[config.mk]
export PLATFORM = sky130hd
export DESIGN_NAME = boot_table_stream_parser
export DESIGN_NICKNAME = d
export VERILOG_FILES = /design/src/hw/rtl/btsp_pkg.sv /design/src/hw/rtl/boot_table_stream_parser.sv /design/src/hw/rtl/btsp_front.sv /design/src/hw/rtl/btsp_queue.sv /design/src/hw/rtl/btsp_back.sv
export SDC_FILE = /design/constraint.sdc
export NUM_CORES = 1
export LEC_CHECK = 0
export BUFFER_PORTS_ARGS = -buffer_cell sky130_fd_sc_hd__buf_2
export CAP_MARGIN = 10
export CORE_MARGIN = 3
export CORE_UTILIZATION = 40
export CTS_CLUSTER_DIAMETER = 50
export DETAILED_ROUTE_END_ITERATION = 7
export SLEW_MARGIN = 5
export SYNTH_ARGS = -nofsm -noshare
export SYNTH_HDL_FRONTEND = slang
export SYNTH_SLANG_ARGS = --single-unit
[constraint.sdc]
create_clock -name clk -period 7.95 [get_ports clk]
set_clock_uncertainty 0.05 [all_clocks]
set_input_delay 1.1925 -clock clk [delete_from_list [all_inputs] [get_ports clk]]
set_output_delay 1.1925 -clock clk [all_outputs]
set_load 0.005 [all_outputs]
[src/hw/rtl/btsp_pkg.sv]
// Shared types and constants for the boot table stream parser.
// Used by the front, queue, back and top-level modules; no dependencies.
package btsp_pkg;

  // Default settings
  localparam int unsigned HEADER_WORDS_DEFAULT = 11;
  localparam int unsigned QUEUE_DEPTH_DEFAULT  = 4;

  localparam int unsigned WORD_W = 16;
  localparam int unsigned ADDR_W = 32;

  // Result kinds
  typedef enum logic [1:0] {
    KIND_DATA  = 2'd0,
    KIND_BLOCK = 2'd1,
    KIND_END   = 2'd2
  } kind_t;

  // Operations handed from front to back
  typedef enum logic [1:0] {
    OP_ADDR_H = 2'd0,
    OP_ADDR_L = 2'd1,
    OP_DATA   = 2'd2,
    OP_END    = 2'd3
  } op_t;

  // Input item
  typedef struct packed {
    logic [WORD_W-1:0] word;
    logic              image_start;
  } in_item_t;

  // Result item
  typedef struct packed {
    kind_t             kind;
    logic [ADDR_W-1:0] target_address;
    logic [WORD_W-1:0] data_word;
  } out_item_t;

  // Classified command in the queue
  typedef struct packed {
    op_t               op;
    logic [WORD_W-1:0] word;
    logic [WORD_W-1:0] size;
  } cmd_t;

  // Queue status seen by both sides
  typedef struct packed {
    logic full;
    logic empty;
  } q_status_t;

endpackage

[src/hw/rtl/boot_table_stream_parser.sv]
// Boot table stream parser, top level.
// Depends on btsp_pkg, btsp_front, btsp_queue and btsp_back.
//
// Usage:
//   src channel: one 16-bit boot image word per item, with image_start
//   flagging the key word of a new image. The parser skips HEADER_WORDS
//   header words, then reads blocks (size, high address, low address, data).
//   res channel: one result per data word (KIND_DATA, its target address),
//   per block start (KIND_BLOCK, start address and size) and at a zero size
//   word (KIND_END). Header, size and address-high words give no result.
//   Throughput: one item per cycle in both directions, sustained while res_stall
//   is low; a held result lets the command queue fill and raise src_stall.
//   Path: with the queue empty, an accepted word is written into the command
//   queue, then its result is loaded into the result register; queued commands ahead of it go first.
//   Stall: a stalled result holds; the parser keeps accepting until the
//   QUEUE_DEPTH-entry command queue fills, then raises src_stall.
//   Reset (rst, synchronous): parser returns to the header phase, queue and
//   result register empty. The first word after reset counts as a header
//   word whether flagged or not.
module boot_table_stream_parser import btsp_pkg::*; #(
  parameter int unsigned HEADER_WORDS = HEADER_WORDS_DEFAULT,
  parameter int unsigned QUEUE_DEPTH  = QUEUE_DEPTH_DEFAULT
) (
  input  logic      clk,
  input  logic      rst,
  input  logic      src_valid,
  output logic      src_stall,
  input  in_item_t  src_item,
  output logic      res_valid,
  input  logic      res_stall,
  output out_item_t res_item
);

  logic      accept;
  logic      push;
  logic      pop;
  cmd_t      push_cmd;
  cmd_t      head;
  q_status_t q_status;

  assign src_stall = q_status.full;
  assign accept    = src_valid && !src_stall;

  btsp_front #(
    .HEADER_WORDS(HEADER_WORDS)
  ) u_front (
    .clk    (clk),
    .rst    (rst),
    .accept (accept),
    .item   (src_item),
    .push   (push),
    .cmd    (push_cmd)
  );

  btsp_queue #(
    .DEPTH(QUEUE_DEPTH)
  ) u_queue (
    .clk      (clk),
    .rst      (rst),
    .push     (push),
    .push_cmd (push_cmd),
    .pop      (pop),
    .head     (head),
    .status   (q_status)
  );

  btsp_back u_back (
    .clk        (clk),
    .rst        (rst),
    .head       (head),
    .head_valid (!q_status.empty),
    .pop        (pop),
    .res_valid  (res_valid),
    .res_stall  (res_stall),
    .res_item   (res_item)
  );

  // Front never writes a full queue
  assert property (@(posedge clk) disable iff (rst) push |-> !q_status.full)
    else $error("command pushed into full queue");

  // Back never pops an empty queue
  assert property (@(posedge clk) disable iff (rst) pop |-> !q_status.empty)
    else $error("command popped from empty queue");

  // End of table carries zero address and data
  assert property (@(posedge clk) disable iff (rst)
    (res_valid && res_item.kind == KIND_END) |->
      (res_item.target_address == '0 && res_item.data_word == '0))
    else $error("end of table result with nonzero payload");

  // A popped address-high word yields no new result
  assert property (@(posedge clk) disable iff (rst)
    (pop && head.op == OP_ADDR_H && !res_valid) |=> !res_valid)
    else $error("address-high command produced a result");

endmodule

[src/hw/rtl/btsp_front.sv]
// Front end: accepts stream words, tracks header/block phase, classifies.
// Depends on btsp_pkg; feeds commands into btsp_queue.
module btsp_front import btsp_pkg::*; #(
  parameter int unsigned HEADER_WORDS = HEADER_WORDS_DEFAULT
) (
  input  logic      clk,
  input  logic      rst,
  input  logic      accept,
  input  in_item_t  item,
  output logic      push,
  output cmd_t      cmd
);

  localparam int unsigned CNT_W = $clog2(HEADER_WORDS + 1);

  typedef enum logic [5:0] {
    PH_HEADER = 6'b000001,
    PH_SIZE   = 6'b000010,
    PH_ADDR_H = 6'b000100,
    PH_ADDR_L = 6'b001000,
    PH_DATA   = 6'b010000,
    PH_DONE   = 6'b100000
  } phase_t;

  phase_t             phase, phase_next;
  logic [CNT_W-1:0]   header_count, header_count_next;
  logic [WORD_W-1:0]  words_left, words_left_next;
  logic [CNT_W-1:0]   count_inc;

  assign count_inc = header_count + CNT_W'(1);

  // Classify the word and advance the phase
  always_comb begin
    phase_next        = phase;
    header_count_next = header_count;
    words_left_next   = words_left;
    push              = 1'b0;
    cmd.op            = OP_DATA;
    cmd.word          = item.word;
    cmd.size          = words_left;
    if (item.image_start) begin
      // new image: key word counts as header word one
      header_count_next = CNT_W'(1);
      words_left_next   = '0;
      phase_next        = (HEADER_WORDS <= 1) ? PH_SIZE : PH_HEADER;
    end else begin
      case (phase)
        PH_HEADER: begin
          header_count_next = count_inc;
          if (count_inc >= CNT_W'(HEADER_WORDS)) phase_next = PH_SIZE;
        end
        PH_SIZE: begin
          if (item.word == '0) begin
            phase_next = PH_DONE;
            push       = 1'b1;
            cmd.op     = OP_END;
          end else begin
            words_left_next = item.word;
            phase_next      = PH_ADDR_H;
          end
        end
        PH_ADDR_H: begin
          push       = 1'b1;
          cmd.op     = OP_ADDR_H;
          phase_next = PH_ADDR_L;
        end
        PH_ADDR_L: begin
          push       = 1'b1;
          cmd.op     = OP_ADDR_L;
          phase_next = PH_DATA;
        end
        PH_DATA: begin
          push            = 1'b1;
          cmd.op          = OP_DATA;
          words_left_next = words_left - WORD_W'(1);
          if (words_left == WORD_W'(1)) phase_next = PH_SIZE;
        end
        PH_DONE: begin
          // ignore until a flagged word
        end
        default: begin
          phase_next = PH_HEADER;
        end
      endcase
    end
    if (!accept) begin
      phase_next        = phase;
      header_count_next = header_count;
      words_left_next   = words_left;
      push              = 1'b0;
    end
  end

  always_ff @(posedge clk) begin
    if (rst) begin
      phase        <= PH_HEADER;
      header_count <= '0;
      words_left   <= '0;
    end else begin
      phase        <= phase_next;
      header_count <= header_count_next;
      words_left   <= words_left_next;
    end
  end

endmodule

[src/hw/rtl/btsp_queue.sv]
// Small command FIFO between front and back ends.
// Depends on btsp_pkg for the command and status types.
module btsp_queue import btsp_pkg::*; #(
  parameter int unsigned DEPTH = QUEUE_DEPTH_DEFAULT
) (
  input  logic      clk,
  input  logic      rst,
  input  logic      push,
  input  cmd_t      push_cmd,
  input  logic      pop,
  output cmd_t      head,
  output q_status_t status
);

  localparam int unsigned PTR_W = (DEPTH > 1) ? $clog2(DEPTH) : 1;
  localparam int unsigned CNT_W = $clog2(DEPTH + 1);

  cmd_t             entries [DEPTH];
  logic [PTR_W-1:0] wr_ptr, rd_ptr;
  logic [CNT_W-1:0] count;

  assign head         = entries[rd_ptr];
  assign status.full  = (count == CNT_W'(DEPTH));
  assign status.empty = (count == '0);

  // Storage
  always_ff @(posedge clk) begin
    if (push) entries[wr_ptr] <= push_cmd;
  end

  // Pointers and fill count
  always_ff @(posedge clk) begin
    if (rst) begin
      wr_ptr <= '0;
      rd_ptr <= '0;
      count  <= '0;
    end else begin
      if (push) wr_ptr <= (wr_ptr == PTR_W'(DEPTH - 1)) ? '0 : wr_ptr + PTR_W'(1);
      if (pop)  rd_ptr <= (rd_ptr == PTR_W'(DEPTH - 1)) ? '0 : rd_ptr + PTR_W'(1);
      case ({push, pop})
        2'b10:   count <= count + CNT_W'(1);
        2'b01:   count <= count - CNT_W'(1);
        default: count <= count;
      endcase
    end
  end

endmodule

[src/hw/rtl/btsp_back.sv]
// Back end: executes queued commands, builds addresses, drives result register.
// Depends on btsp_pkg; pulls from btsp_queue.
module btsp_back import btsp_pkg::*; (
  input  logic      clk,
  input  logic      rst,
  input  cmd_t      head,
  input  logic      head_valid,
  output logic      pop,
  output logic      res_valid,
  input  logic      res_stall,
  output out_item_t res_item
);

  logic [WORD_W-1:0] addr_hi;
  logic [ADDR_W-1:0] block_address;
  logic [ADDR_W-1:0] start_addr;
  logic              emits;

  assign start_addr = {addr_hi, head.word};
  assign emits      = (head.op != OP_ADDR_H);
  // take a command when its result has room, or when it makes none
  assign pop        = head_valid && (!emits || !res_valid || !res_stall);

  // Address state
  always_ff @(posedge clk) begin
    if (rst) begin
      addr_hi       <= '0;
      block_address <= '0;
    end else if (pop) begin
      case (head.op)
        OP_ADDR_H: addr_hi       <= head.word;
        OP_ADDR_L: block_address <= start_addr;
        OP_DATA:   block_address <= block_address + ADDR_W'(1);
        default:   block_address <= block_address;
      endcase
    end
  end

  // Result register
  always_ff @(posedge clk) begin
    if (rst) begin
      res_valid <= 1'b0;
    end else if (pop && emits) begin
      res_valid <= 1'b1;
    end else if (!res_stall) begin
      res_valid <= 1'b0;
    end
  end

  always_ff @(posedge clk) begin
    if (pop && emits) begin
      case (head.op)
        OP_ADDR_L: begin
          res_item.kind           <= KIND_BLOCK;
          res_item.target_address <= start_addr;
          res_item.data_word      <= head.size;
        end
        OP_DATA: begin
          res_item.kind           <= KIND_DATA;
          res_item.target_address <= block_address;
          res_item.data_word      <= head.word;
        end
        default: begin
          res_item.kind           <= KIND_END;
          res_item.target_address <= '0;
          res_item.data_word      <= '0;
        end
      endcase
    end
  end

endmodule
; Word-level counts from Yosys, hierarchy flattened
; Memory sizes are Yosys's and may differ from the RTL's. A register that Yosys moved wholly into a read port is not among the register bits.
; Cells that the tools add are included.
[word_totals]
regBits = 132
mem_bits_rw = 136
input_bits = 21
output_inout_bits = 52
wordCells = 92
mem_count = 1
[classes]
addsub = 7
n_lt_le_gt_ge = 1
n_eq_ne = 19
mux = 28
n_reduce_logical = 24
[mem_list]
columns = memory, words, width, rd, rd_clocked_by_memory_dff, write_ports, line
row1 = u_queue.entries, 4, 34, 1, 1, 1, btsp_queue.sv:18  ; cmd_t entries [DEPTH];
[ops]
columns = operator, n
row1 = case mux 50 bit (2 select lines), 1
row2 = case mux 32 bit (2 select lines), 1
row3 = case mux 6 bit (6 select lines), 1
row4 = adder 32 x 1 -> 32 bit (second input constant), 1
row5 = two-way mux 16 bit, 2
row6 = case mux 16 bit (2 select lines), 1
row7 = two-way mux 6 bit, 4
row8 = equality test 16 x 1 -> 1 bit (second input constant), 1
row9 = zero test 16 bit, 1
row10 = subtractor 16 x 1 -> 16 bit (second input constant), 1
row11 = two-way mux 2 bit, 5
row12 = equality test 2 bit (second input constant), 4
row13 = two-way mux 1 bit, 8
row14 = two-way mux 4 bit, 2
row15 = nonzero test 2 bit, 4
row16 = equality test 6 x 1 -> 1 bit (second input constant), 1
row17 = equality test 6 x 2 -> 1 bit (second input constant), 1
row18 = equality test 6 x 3 -> 1 bit (second input constant), 1
row19 = equality test 6 x 4 -> 1 bit (second input constant), 1
row20 = equality test 6 x 5 -> 1 bit (second input constant), 1
row21 = equality test 6 bit (second input constant), 1
row22 = != test 3 x 2 -> 1 bit (second input constant), 2
row23 = case mux 2 bit (3 select lines), 1
row24 = case mux 3 bit (2 select lines), 1
row25 = 21 further kinds, 32

; Longest topological paths before layout
[logic_depth]
word_depth = 7
ltp_mapped = 14
mapped_depth_nobuf = 11

; Modules after synthesis
; Synthesis repeated with hierarchy kept, for this count alone.
[hier_totals]
hier_cells = 993
area_unflattened_um2 = 12134.1
[by_module_without_submodules]
columns = module, instances, cells_each, area_per_inst_um2, seq_area_each_um2
row1 = btsp_queue, 1, 226, 5402.7, 4264.1
row2 = btsp_back, 1, 542, 4932.2, 2482.4
row3 = btsp_front, 1, 223, 1781.7, 520.5
row4 = boot_table_stream_parser, 1, 2, 17.5, 0.0

; Least setup slack after synthesis
; OpenSTA, ideal clock, no wires.
[synth_path]
path_kind = register to register
startpoint = register (tool-made name)
endpoint = register u_back.res_item[0] (netlist name)
setup_time_ps = 533
arrival_time_ps = 5440
required_ps = 7367
path_slack_ps = 1926
stages_incl_launch_ff = 8
path_buffers = 3
synth_period_minus_slack_ps = 6024
cell_sequence = dfxtp_1 buf_2 clkbuf_1 clkbuf_1 mux4_2 inv_1 ha_1 a211oi_1

==> impl_metrics.yaml <==
setup_path:
  crit_required_ns: 8.33
  critPathMaxFanout: 34
  cp-start-kind: "flop"
  ff2ff_path_depth: 9
  path_class: "flop to flop"
  arrival_ns: 4.10
  endpoint_kind: "flop"
cells_and_area:
  final_util_pct: 47.2
  area_delta_synth_final_pct: 14.9
  antenna_cells: 0
  nets: 1057
  drive_gt1_share_pct: 19.1
routing:
  ant_nets: 0
  detail_route.wl_per_cell_um: 19.5
  avgViaCountPerCell: 5.76
  vias: 8227
  drc: 0
  drt-total-wl_mm: 27.9
  drtIter0Drc: 611
  firstDrtPassIters: 5
sta:
  hold_ws_ns: 0.428
  setup_viol: 0
  tns_ns: 0
  fin_crit_ns: 3.72
  max_freq_ghz: 0.269
  worst_pin_slew_ns: 1.06
  setup_slack_ns: 4.23
  rsz0062_at_grt: "false"
  hold_viol: 0
  slew_headroom_pct: 29.0
  finalCritPeriodShare_pct: 46.8
  slew_viol_final: 0
yosys:
  synth_edf_count: 186
  synth_area_mm2: 0.0119
  synthArstFlopShare_pct: 0
  synth_cell_types: 68
  synthAdderAreaFrac_pct: 1.64
  yosys_warnings: 0
  seq_area_frac_synth_pct: 60.9
  ys_seq_elements: 270
  synth_xor_area_share_pct: 0.514
  postSynthAreaPerCell_um2: 12.3
  yosys.area_share.simple_pct: 13.2
  syn_nets: 1005
  synth_compound_area_share_pct: 13.6
  synth_cells: 969
  synth_top_family_by_area: "compound AO/OA/AOI/OAI gates"
  yosys_most_used_dff: "edfxtp_1"
  synthMuxAreaShare_pct: 7.10
pwr:
  power_w: 0.00301
  netSwitchingPower_w: 0.000626
  combPwrFrac_pct: 1.9
  internal_power_w: 0.00239
  p_per_area_mw_per_mm2: 220
  p_clk_share_pct: 48.3
  power_frac_seq_pct: 49.8
  switching_share_pct: 20.8
  p_leak_nw: 4.56
  max-vdd-ir-drop_v: 0.000147
cts:
  cts_tree: "yes"
  cts.sinks: 270
  clk_latency_ns: 0.51
  cts_setup_buffers: 0
  clk_pin_slew_ns: 0.06
  hold_buffers: 0
  cts.path.max_buffers: 3
  cts_buffers: 34
  cts-resized-gates: 0
  cts-root-buf: "clkbuf_16"
  htree_num_levels: 2
floorplan:
  core_area_mm2: 0.0291
  fp.dieH_um: 179
  num_io_pins: 73
  rows: 62
  start_util_pct: 41.0
  die_w_um: 179
  die_area_mm2: 0.0319
placed_design:
  pre_cts_slack_ns: 3.99
  dp_hpwl_mm: 18.2
  port_buffers: 72
  gp_congestion: 0.848
grt:
  grt_pass1_wl_mm: 43.8
  grt_pass1_vias: 7776
  grt-ovfl-total: 0
  grt_max_degree: 62
  antenna_found_initial: 0
  grtUsageTotal_pct: 17.6
run_status:
  outcome: "completed"
hold_path:
  min_path_cells: 2
  hp-class: "flop to flop"
flow_run:
  drv_cap: 0
-- state kept, by name (all words and copies together) (netlist names), named ones only --
signal / flops
u_front.header_count: 4
u_queue.entries: 136
u_back.addr_hi: 16
u_queue.count: 3
u_front.phase: 6
u_back.res_valid: 1
u_front.words_left: 16
u_back.res_item: 50
u_queue.rd_ptr: 2
u_back.block_address: 32
u_queue.wr_ptr: 2
-- cell usage in the layout, fill, tap and decap left out, types with 8 or more instances in the layout --
cell type,count
buf_2,72
clkbuf_16,34
nand2_1,86
mux4_2,34
nor3_1,17
dfxtp_1,83
a22oi_1,54
a21oi_1,63
o31ai_1,14
inv_1,21
o21ai_0,28
clkbuf_1,8
buf_4,13
edfxtp_1,186
nand3_1,23
nand4_1,17
ha_1,12
and2_1,12
nor2_1,78
a211oi_1,14
and3_1,14
o2bb2ai_1,13
a31oi_1,8
-- area by class of cell --
cell class              instances  area (um2)
fillers                      2594       15400
clock inverters                17         178
inverters                      21        78.8
multi-input cells             608        4330
well taps                     384         480
repair buffers                 86         485
flip-flops and latches        270        7270
clock buffers                  43         895
-- critical path: stages (launching register included) --
cell and delay [ns]:
dfxtp_2 0.31, buf_4 0.52, mux4_2 0.60, inv_1 0.10, ha_2 0.63, nand2_1 0.15
nor2_1 0.48, nand2_2 0.13, or4b_1 0.49, a31oi_1 0.17
-- final timing paths --
check                                  startpoint                  endpoint  slack, ns
worst min-delay path            u_back.addr_hi[0]         u_back.addr_hi[0]       0.43
worst max register to register               flop  u_back.block_address[24]       4.23
worst min register to register  u_back.addr_hi[0]         u_back.addr_hi[0]       0.43
worst max-delay path                         flop  u_back.block_address[24]       4.23
-- metrics by stage --
step | cell area [um2] | cells
after floorplan | 11900 | 969
after global placement | 12600 | 1368
after detailed placement | 12600 | 1368
after CTS | 13700 | 1428
after global routing | 13700 | 1429
final | 13700 | 1429
-- synthesized netlist by cell type (all sizes together) (8+ instances only) --
| library cell | number | area (um2) |
|---|---|---|
| a21oi | 63 | 315 |
| a31oi | 8 | 50.1 |
| nand2 | 89 | 342 |
| o2bb2ai | 13 | 114 |
| nand3 | 25 | 143 |
| a22oi | 54 | 405 |
| inv | 21 | 78.8 |
| o21ai | 35 | 175 |
| nor2 | 79 | 299 |
| nor4 | 13 | 145 |
| buf | 22 | 101 |
| dfxtp | 84 | 1680 |
| ha | 14 | 175 |
| clkbuf | 48 | 180 |
| and2 | 12 | 75.1 |
| or4 | 8 | 71.3 |
| edfxtp | 186 | 5590 |
| nand4 | 17 | 106 |
| mux4 | 34 | 766 |
| a211oi | 15 | 113 |
| o31ai | 14 | 105 |
| nor3 | 19 | 105 |
| and3 | 14 | 87.6 |
-- metal layers --
| layer | vias up | share of wire, % | track usage [%] |
|---|---|---|---|
| li1 | 3861 | - | - |
| met1 | 4040 | 45 | 25.0 |
| met2 | 269 | 46 | 27.3 |
| met3 | 57 | 5.9 | 3.05 |
| met4 | 0 | 2.8 | 6.17 |
| met5 | - | 0 | 0 |
-- power by group through the flow --
stage | clock network (W) | logic (W) | registers [W]
after floorplan | 0 | 0.0000326 | 0.00153
after global placement | 0 | 0.0000560 | 0.00153
after detailed placement | 0 | 0.0000564 | 0.00153
after CTS | 0.00148 | 0.0000565 | 0.00150
after global routing | 0.00155 | 0.0000621 | 0.00150
final | 0.00146 | 0.0000567 | 0.00150
-- cell families (layout without fill, tap and decap cells) --
| family | after synthesis | in the layout |
|---|---|---|
| fa+ha+maj | 15 | 15 |
| mux | 42 | 42 |
| simple gates | 302 | 302 |
| compound gates | 242 | 242 |
| buf+inv | 91 | 167 |
| flops | 270 | 270 |
| xor+xnor | 7 | 7 |
No activity file was read; power rests on OpenSTA's default activity.
